### src/rtl/rfss_pkg.sv
`timescale 1ns / 1ps
`default_nettype none

package rfss_pkg;

  localparam int PatternMax = 16;
  localparam int IndexBits  = 8;
  localparam int LenBits    = 5;
  localparam int CfgIdxBits = 3;
  localparam int CfgBits    = 64;

  localparam logic [7:0] CaseGap = 8'h20;
  localparam logic [7:0] UpperA  = 8'h41;
  localparam logic [7:0] UpperZ  = 8'h5A;

  localparam logic [7:0] IndexMask =
    (IndexBits >= 8) ? 8'hFF : 8'((1 << IndexBits) - 1);

  typedef enum logic [CfgIdxBits-1:0] {
    CFG_PATTERN_LOW    = 3'd0,
    CFG_PATTERN_HIGH   = 3'd1,
    CFG_PATTERN_LENGTH = 3'd2,
    CFG_CASE_SENSITIVE = 3'd3,
    CFG_SEARCH_FIELDS  = 3'd4
  } cfg_idx_e;

  typedef enum logic [1:0] {
    KIND_NAME     = 2'd0,
    KIND_NUMBER   = 2'd1,
    KIND_PASSWORD = 2'd2,
    KIND_NONE     = 2'd3
  } field_kind_e;

  typedef struct packed {
    logic [7:0] character;
    logic       has_char;
    logic [1:0] field_kind;
    logic       last_in_field;
    logic       last_in_record;
    logic [7:0] record_index;
  } in_req_t;

  typedef struct packed {
    logic [7:0] result_index;
    logic       found;
  } out_res_t;

  // pattern and compare mode handed to the match unit
  typedef struct packed {
    logic [2*CfgBits-1:0] pattern;
    logic [LenBits-1:0]   length;
    logic                 case_sensitive;
  } match_cfg_t;

  function automatic logic [7:0] fold_case(input logic [7:0] c);
    logic [7:0] r;
    r = c;
    if (c >= UpperA && c <= UpperZ) r = c + CaseGap;
    return r;
  endfunction

endpackage

`default_nettype wire

### src/rtl/rfss_match.sv
`timescale 1ns / 1ps
`default_nettype none

module rfss_match (
  input  wire  rfss_pkg::match_cfg_t          cfg_i,
  input  wire  logic [7:0]                    character_i,
  input  wire  logic [rfss_pkg::PatternMax-1:0] prefix_i,
  output logic [rfss_pkg::PatternMax-1:0]     prefix_o,
  output logic                                match_o
);
  import rfss_pkg::*;

  logic [7:0]            ch;
  logic [PatternMax-1:0] hit;
  logic [PatternMax-1:0] len_mask;

  assign ch = cfg_i.case_sensitive ? character_i : fold_case(character_i);

  // per-position compare, independent lanes
  always_comb begin
    logic [7:0] p;
    hit      = '0;
    len_mask = '0;
    p        = '0;
    for (int i = 0; i < PatternMax; i++) begin
      p = cfg_i.pattern[8*i +: 8];
      if (!cfg_i.case_sensitive) p = fold_case(p);
      hit[i]      = (p == ch);
      len_mask[i] = (LenBits'(i) < cfg_i.length);
    end
  end

  assign prefix_o = {prefix_i[PatternMax-2:0], 1'b1} & hit & len_mask;

  // top bit of the used pattern reached
  always_comb begin
    match_o = 1'b0;
    for (int i = 0; i < PatternMax; i++) begin
      if (cfg_i.length == LenBits'(i + 1)) match_o = prefix_o[i];
    end
  end

endmodule

`default_nettype wire

### src/rtl/record_field_substring_search_top.sv
`timescale 1ns / 1ps
`default_nettype none

// record field substring search
// characters of directory records arrive one per request on the in channel
// (valid/ready), each tagged with its field kind and field/record end marks.
// a configured pattern of up to 16 characters is searched with a shift-and
// prefix vector inside every selected field, exact or ignoring ascii case.
// on the final item of a record one result request goes out on the out
// channel with the record index and the found flag.
// an item is captured in the input register when it is accepted; the item
// that closes a record loads its result into the output register as the
// input stage advances, and out_valid_o rises with that load.
// throughput: one item per cycle unless a held result blocks the input
// stage, set by the single compare/shift step between the two registers.
// a stalled receiver holds the result; the input stage keeps moving while
// the output register is free or being drained, and backs up otherwise.
// reset clears the pipeline, the prefix vector, the found flag and loads
// the register reset values (search all fields, empty pattern).
// configuration writes take effect at once and are meant for idle periods.
module record_field_substring_search_top (
  input  wire  logic                                clk_i,
  input  wire  logic                                rst_ni,
  input  wire  logic                                in_valid_i,
  output logic                                      in_ready_o,
  input  wire  rfss_pkg::in_req_t                   in_req_i,
  output logic                                      out_valid_o,
  input  wire  logic                                out_ready_i,
  output rfss_pkg::out_res_t                        out_res_o,
  input  wire  logic                                cfg_we_i,
  input  wire  logic [rfss_pkg::CfgIdxBits-1:0]     cfg_index_i,
  input  wire  logic [rfss_pkg::CfgBits-1:0]        cfg_wdata_i
);
  import rfss_pkg::*;

  // configuration registers
  logic [CfgBits-1:0] pat_low_q, pat_high_q;
  logic [LenBits-1:0] pat_len_q;
  logic               case_sens_q;
  logic [2:0]         fields_q;

  // input stage
  logic    s1_valid_q;
  in_req_t s1_q;
  logic    advance;

  // search state
  logic [PatternMax-1:0] prefix_q, prefix_d;
  logic                  found_q, found_d;
  logic [PatternMax-1:0] prefix_new;
  logic                  match;

  // result register
  logic     out_valid_q, out_valid_d;
  out_res_t out_q;

  match_cfg_t mcfg;
  logic [LenBits-1:0] used_len;
  logic               selected;

  always_ff @(posedge clk_i or negedge rst_ni) begin
    if (!rst_ni) begin
      pat_low_q   <= '0;
      pat_high_q  <= '0;
      pat_len_q   <= '0;
      case_sens_q <= 1'b0;
      fields_q    <= 3'b111;
    end else if (cfg_we_i) begin
      case (cfg_idx_e'(cfg_index_i))
        CFG_PATTERN_LOW:    pat_low_q   <= cfg_wdata_i;
        CFG_PATTERN_HIGH:   pat_high_q  <= cfg_wdata_i;
        CFG_PATTERN_LENGTH: pat_len_q   <= cfg_wdata_i[LenBits-1:0];
        CFG_CASE_SENSITIVE: case_sens_q <= cfg_wdata_i[0];
        CFG_SEARCH_FIELDS:  fields_q    <= cfg_wdata_i[2:0];
        default: ;
      endcase
    end
  end

  // lengths above the pattern store saturate
  assign used_len = (pat_len_q > LenBits'(PatternMax)) ? LenBits'(PatternMax) : pat_len_q;

  assign mcfg.pattern        = {pat_high_q, pat_low_q};
  assign mcfg.length         = used_len;
  assign mcfg.case_sensitive = case_sens_q;

  // the input stage moves on whenever the result slot is free or draining
  assign advance    = s1_valid_q && (!out_valid_q || out_ready_i);
  assign in_ready_o = !s1_valid_q || advance;

  always_ff @(posedge clk_i or negedge rst_ni) begin
    if (!rst_ni) begin
      s1_valid_q <= 1'b0;
    end else if (in_ready_o) begin
      s1_valid_q <= in_valid_i;
    end
  end

  always_ff @(posedge clk_i) begin
    if (in_ready_o && in_valid_i) begin
      s1_q <= in_req_i;
    end
  end

  rfss_match u_match (
    .cfg_i       (mcfg),
    .character_i (s1_q.character),
    .prefix_i    (prefix_q),
    .prefix_o    (prefix_new),
    .match_o     (match)
  );

  // kind three is never searched
  always_comb begin
    case (field_kind_e'(s1_q.field_kind))
      KIND_NAME:     selected = fields_q[0];
      KIND_NUMBER:   selected = fields_q[1];
      KIND_PASSWORD: selected = fields_q[2];
      default:       selected = 1'b0;
    endcase
  end

  always_comb begin
    prefix_d    = prefix_q;
    found_d     = found_q;
    out_valid_d = out_valid_q && !out_ready_i;
    if (advance) begin
      if (selected) begin
        if (used_len == '0) begin
          // empty pattern hits any item of a selected field
          found_d = 1'b1;
        end else if (s1_q.has_char) begin
          prefix_d = prefix_new;
          if (match) found_d = 1'b1;
        end
      end
      if (s1_q.last_in_field) prefix_d = '0;
      if (s1_q.last_in_record) begin
        out_valid_d = 1'b1;
        found_d     = 1'b0;
        prefix_d    = '0;
      end
    end
  end

  always_ff @(posedge clk_i or negedge rst_ni) begin
    if (!rst_ni) begin
      prefix_q    <= '0;
      found_q     <= 1'b0;
      out_valid_q <= 1'b0;
    end else begin
      prefix_q    <= prefix_d;
      found_q     <= found_d;
      out_valid_q <= out_valid_d;
    end
  end

  // result payload, found includes a hit by the closing item itself
  always_ff @(posedge clk_i) begin
    if (advance && s1_q.last_in_record) begin
      out_q.result_index <= s1_q.record_index & IndexMask;
      out_q.found <= found_q || (selected && ((used_len == '0) ||
                     (s1_q.has_char && match)));
    end
  end

  assign out_valid_o = out_valid_q;
  assign out_res_o   = out_q;

`ifndef NO_ASSERTIONS
  a_close_gives_result: assert property (@(posedge clk_i) disable iff (!rst_ni)
    advance && s1_q.last_in_record |=> out_valid_q)
    else $error("record end did not load a result");

  a_close_clears_state: assert property (@(posedge clk_i) disable iff (!rst_ni)
    advance && s1_q.last_in_record |=> (found_q == 1'b0) && (prefix_q == '0))
    else $error("search state not cleared at record end");

  a_field_end_clears: assert property (@(posedge clk_i) disable iff (!rst_ni)
    advance && s1_q.last_in_field |=> prefix_q == '0)
    else $error("prefix vector not cleared at field end");

  a_no_overwrite: assert property (@(posedge clk_i) disable iff (!rst_ni)
    out_valid_q && !out_ready_i |-> !advance)
    else $error("input stage advanced into a held result");

  a_idle_ready: assert property (@(posedge clk_i) disable iff (!rst_ni)
    !s1_valid_q |-> in_ready_o)
    else $error("empty input stage not ready");
`endif

endmodule

`default_nettype wire

### config.mk
export PLATFORM = sky130hd
export DESIGN_NAME = record_field_substring_search_top
export DESIGN_NICKNAME = d
export VERILOG_FILES = /design/src/rtl/rfss_pkg.sv /design/src/rtl/rfss_match.sv /design/src/rtl/record_field_substring_search_top.sv
export SDC_FILE = /design/constraint.sdc
export NUM_CORES = 1
export LEC_CHECK = 0
export ABC_CLOCK_PERIOD_IN_PS = 5900
export BUFFER_PORTS_ARGS = -buffer_cell sky130_fd_sc_hd__clkbuf_2
export CAP_MARGIN = 5
export CORE_ASPECT_RATIO = 1.25
export CORE_MARGIN = 4
export CORE_UTILIZATION = 45
export CTS_BUF_LIST = sky130_fd_sc_hd__clkbuf_4 sky130_fd_sc_hd__clkbuf_8
export DETAILED_ROUTE_END_ITERATION = 7
export PLACE_DENSITY = 0.6
export SETUP_SLACK_MARGIN = 0.02
export SLEW_MARGIN = 20
export SYNTH_ARGS = -nofsm -noshare
export SYNTH_HDL_FRONTEND = slang
export SYNTH_SLANG_ARGS = --single-unit
### constraint.sdc
create_clock -name clk_i -period 5.9 [get_ports clk_i]
set_clock_uncertainty 0.2 [all_clocks]
set_input_delay 0.295 -clock clk_i [delete_from_list [all_inputs] [get_ports clk_i]]
set_output_delay 0.295 -clock clk_i [all_outputs]
set_load 0.005 [all_outputs]
==> results.ini <==
[timing]
rsz0062_at_grt = false
hold_violations = 0
fin_crit_ns = 3.493
setup_ws_ns = 2.407
worst_slew_pin_slew_ns = 1.060
setup_tns_ns = 0
slew_headroom_pct = 29.11
finalCritPeriodShare_pct = 59.20
max_freq_mhz = 286.3
setup_viol = 0
hold-worst-slack_ns = 0.02571
finalMaxSlewViolations = 0

[floorplan]
io_pins = 104
start_util_pct = 45.56
die-area_mm2 = 0.02497
chipWidth_um = 142.1
die_h_um = 175.7
num_rows = 61
coreArea_mm2 = 0.02221

[hold_path]
min_path_cells = 3
min_from = cfg_we_i
min_to = case_sens_q
worstHoldPathType = in2reg

[setup_path]
critPathArrivalTime_ns = 3.65
r2r_cells = 8
r2r-start = s1_q[17]
cp.required_ns = 6.05
start_kind = register
r2r-end = out_res_o[0]
critical_path_class = reg2reg
ff2ff_setup_slack_ns = 2.41
endpoint_kind = register
crit_fanout = 16

[outcome]
status = finished clean

[route]
vias = 7505
drt_wl_total_um = 25440
firstDrtPassIters = 5
route.detailed.wl_per_inst_um = 18.39
drc = 0
ant_nets = 0
drtIter0Drc = 412
vias_per_cell = 5.427

[synth]
synth_edf_count = 30
synth.ff_latch_count = 185
ys_seq_area_share_pct = 47.27
synth_cells = 908
ys_types = 73
ys.flop_type = dfrtp_1
synth.net_count = 1018
async_flop_share_pct = 83.78
avgSynthCellArea_um2 = 11.15
netlist_area_mm2 = 0.01012
yosys_warnings = 0

[global_route]
first_global_vias = 7598
grt_max_degree = 84
grt_pass1_wl_um = 41410
grt.overflow.total = 0
grtUsageTotal_pct = 21.05
antenna_found_initial = 0

[cts]
cts_root_buffer = clkbuf_8
cts_tree = done
clk_pin_slew_ns = 0.10
cts_setup_buffers = 0
insertion_delay_ns = 0.49
clkSinkCount = 185
numCtsBuffers = 17
htreeDepth = 4
clk_path_buf_depth = 2

[pwr]
power.density_mw_per_mm2 = 306.5
power_mw = 3.739
p_leak_nw = 4.995
vdd_drop_max_mv = 0.1753

[final_layout]
layout-drive-gt1-share_pct = 27.18
diodes = 0
fin_nets = 1197
layout.cells.most_common = dfrtp_1
layout_common_cells = dfrtp_1 (152), mux2_2 (119), clkbuf_2 (102)
fillCellCount = 1954
area_growth_pct = 20.52
final_cells = 1383

[run]
cap_viol_max_count = 0

[placement]
pre_cts_ws_ns = 2.418
portBuffers = 103
gp_congestion = 0.8898
dp_cells = 1262
hpwl_um = 17760

cell usage after synthesis, drive strengths merged (2+ instances only):
master	instances	area (um2)
mux2	119	1340
a21o	9	67.56
a2bb2oi	2	17.52
a21oi	29	152.7
edfxtp	30	900.9
o41ai	4	35.03
or4	8	63.81
nor3	38	222.7
xnor2	66	585.6
a22oi	3	22.52
buf	16	112.6
dfstp	3	78.83
o31ai	9	72.57
o2111ai	6	52.55
o221a	2	22.52
a22o	4	35.03
a31o	3	26.28
nand3b	3	22.52
xor2	60	525.5
a221oi	4	65.07
nand4	12	75.07
mux2i	2	20.02
nor4	21	137.6
nor2b	3	18.77
nand2	70	262.8
o2bb2ai	2	17.52
a41oi	9	78.83
o21a	3	22.52
inv	24	90.08
a41o	2	20.02
nor4bb	2	20.02
nand2b	5	31.28
o21ai	31	181.4
clkbuf	27	101.4
nand3	16	80.08
nand4b	2	17.52
dfrtp	152	3804
or2	5	31.28
or3	5	31.28
nor2	42	157.7
and2	4	25.02
ha	17	212.7
a31oi	21	131.4
layout make-up:
cell class / count / area, um2 / share of cell area (%)
Timing Repair Buffer: 203 / 1495 / 12.26
Clock buffer: 17 / 234.0 / 1.918
Multi-Input combinational cell: 656 / 5054 / 41.43
Tap cell: 283 / 354.1 / 2.903
Clock inverter: 15 / 186.4 / 1.529
Inverter: 24 / 90.09 / 0.7386
Sequential cell: 185 / 4783 / 39.22
flip-flops by register name, summed over array words and instances, names as in the netlist:
name	count
pat_high_q	64
pat_len_q	5
fields_q	3
s1_valid_q	1
found_q	1
case_sens_q	1
s1_q	21
pat_low_q	64
out_valid_o	1
prefix_q	15
out_res_o	9
power by group:
part / internal, mW / switching (mW) / leakage (nW)
registers: 1.52 / 0.292 / 2.18
clock network: 0.428 / 0.497 / 0.211
logic: 0.516 / 0.483 / 2.61
metrics by stage:
stage / util (%) / instance area (um2)
finish: 54.92 / 12200
floorplan: - / 10120
global route: 54.92 / 12200
CTS: 54.92 / 12200
detailed placement: 49.01 / 10890
global placement: 49.01 / 10890
routing by layer:
| metal | routed length, um | GRT usage [%] | vias up |
|---|---|---|---|
| met5 | 0 | 0 | - |
| met4 | 461 | 5.200 | 0 |
| met2 | 13110 | 35.94 | 99 |
| met3 | 678 | 3.513 | 29 |
| li1 | - | - | 3657 |
| met1 | 11190 | 27.90 | 3720 |
worst max-delay path, cell delays in order, from the launching register on:
cell and delay [ns]:
edfxtp_1 0.68, nand2_1 0.25, nor3_1 0.12, nor3_4 0.89, xnor2_1 0.19, or4_1 0.57, a221oi_2 0.28, o31ai_2 0.11
nand2_1 0.07
kinds of logic (layout without fill, tap and decap cells):
family / Yosys count / count (layout) / synth area share [%]
and+or+nand+nor: 240 / 240 / 12.15
buffers and inverters: 67 / 259 / 3.004
xor gates and xnor gates: 126 / 126 / 10.98
DFF: 185 / 185 / 47.27
adders and majority gates: 17 / 17 / 2.102
AOI/OAI and AO/OA: 152 / 152 / 11.05
muxes: 121 / 121 / 13.44
worst max-delay path by stage:
| stage | depth (start not counted) | slack [ns] | startpoint | to |
|---|---|---|---|---|
| 3_3_place_gp | 8 | 2.49 | s1_q[17] | out_res_o[0] |
| 6_report | 8 | 2.41 | s1_q[17] | out_res_o[0] |
| 4_1_cts | 8 | 2.38 | s1_q[17] | out_res_o[0] |
| 3_5_place_dp | 8 | 2.42 | s1_q[17] | out_res_o[0] |
| 5_1_grt | 9 | 2.00 | s1_q[17] | out_res_o[0] |
| 2_1_floorplan | 11 | 2.92 | s1_q[15] | out_res_o[0] |
timing repair:
action,4_1_cts,5_1_grt
gates resized for setup,0,0
endpoints found under the hold margin,239,0
hold buffers,89,0
(Power assumes the default switching activity.)
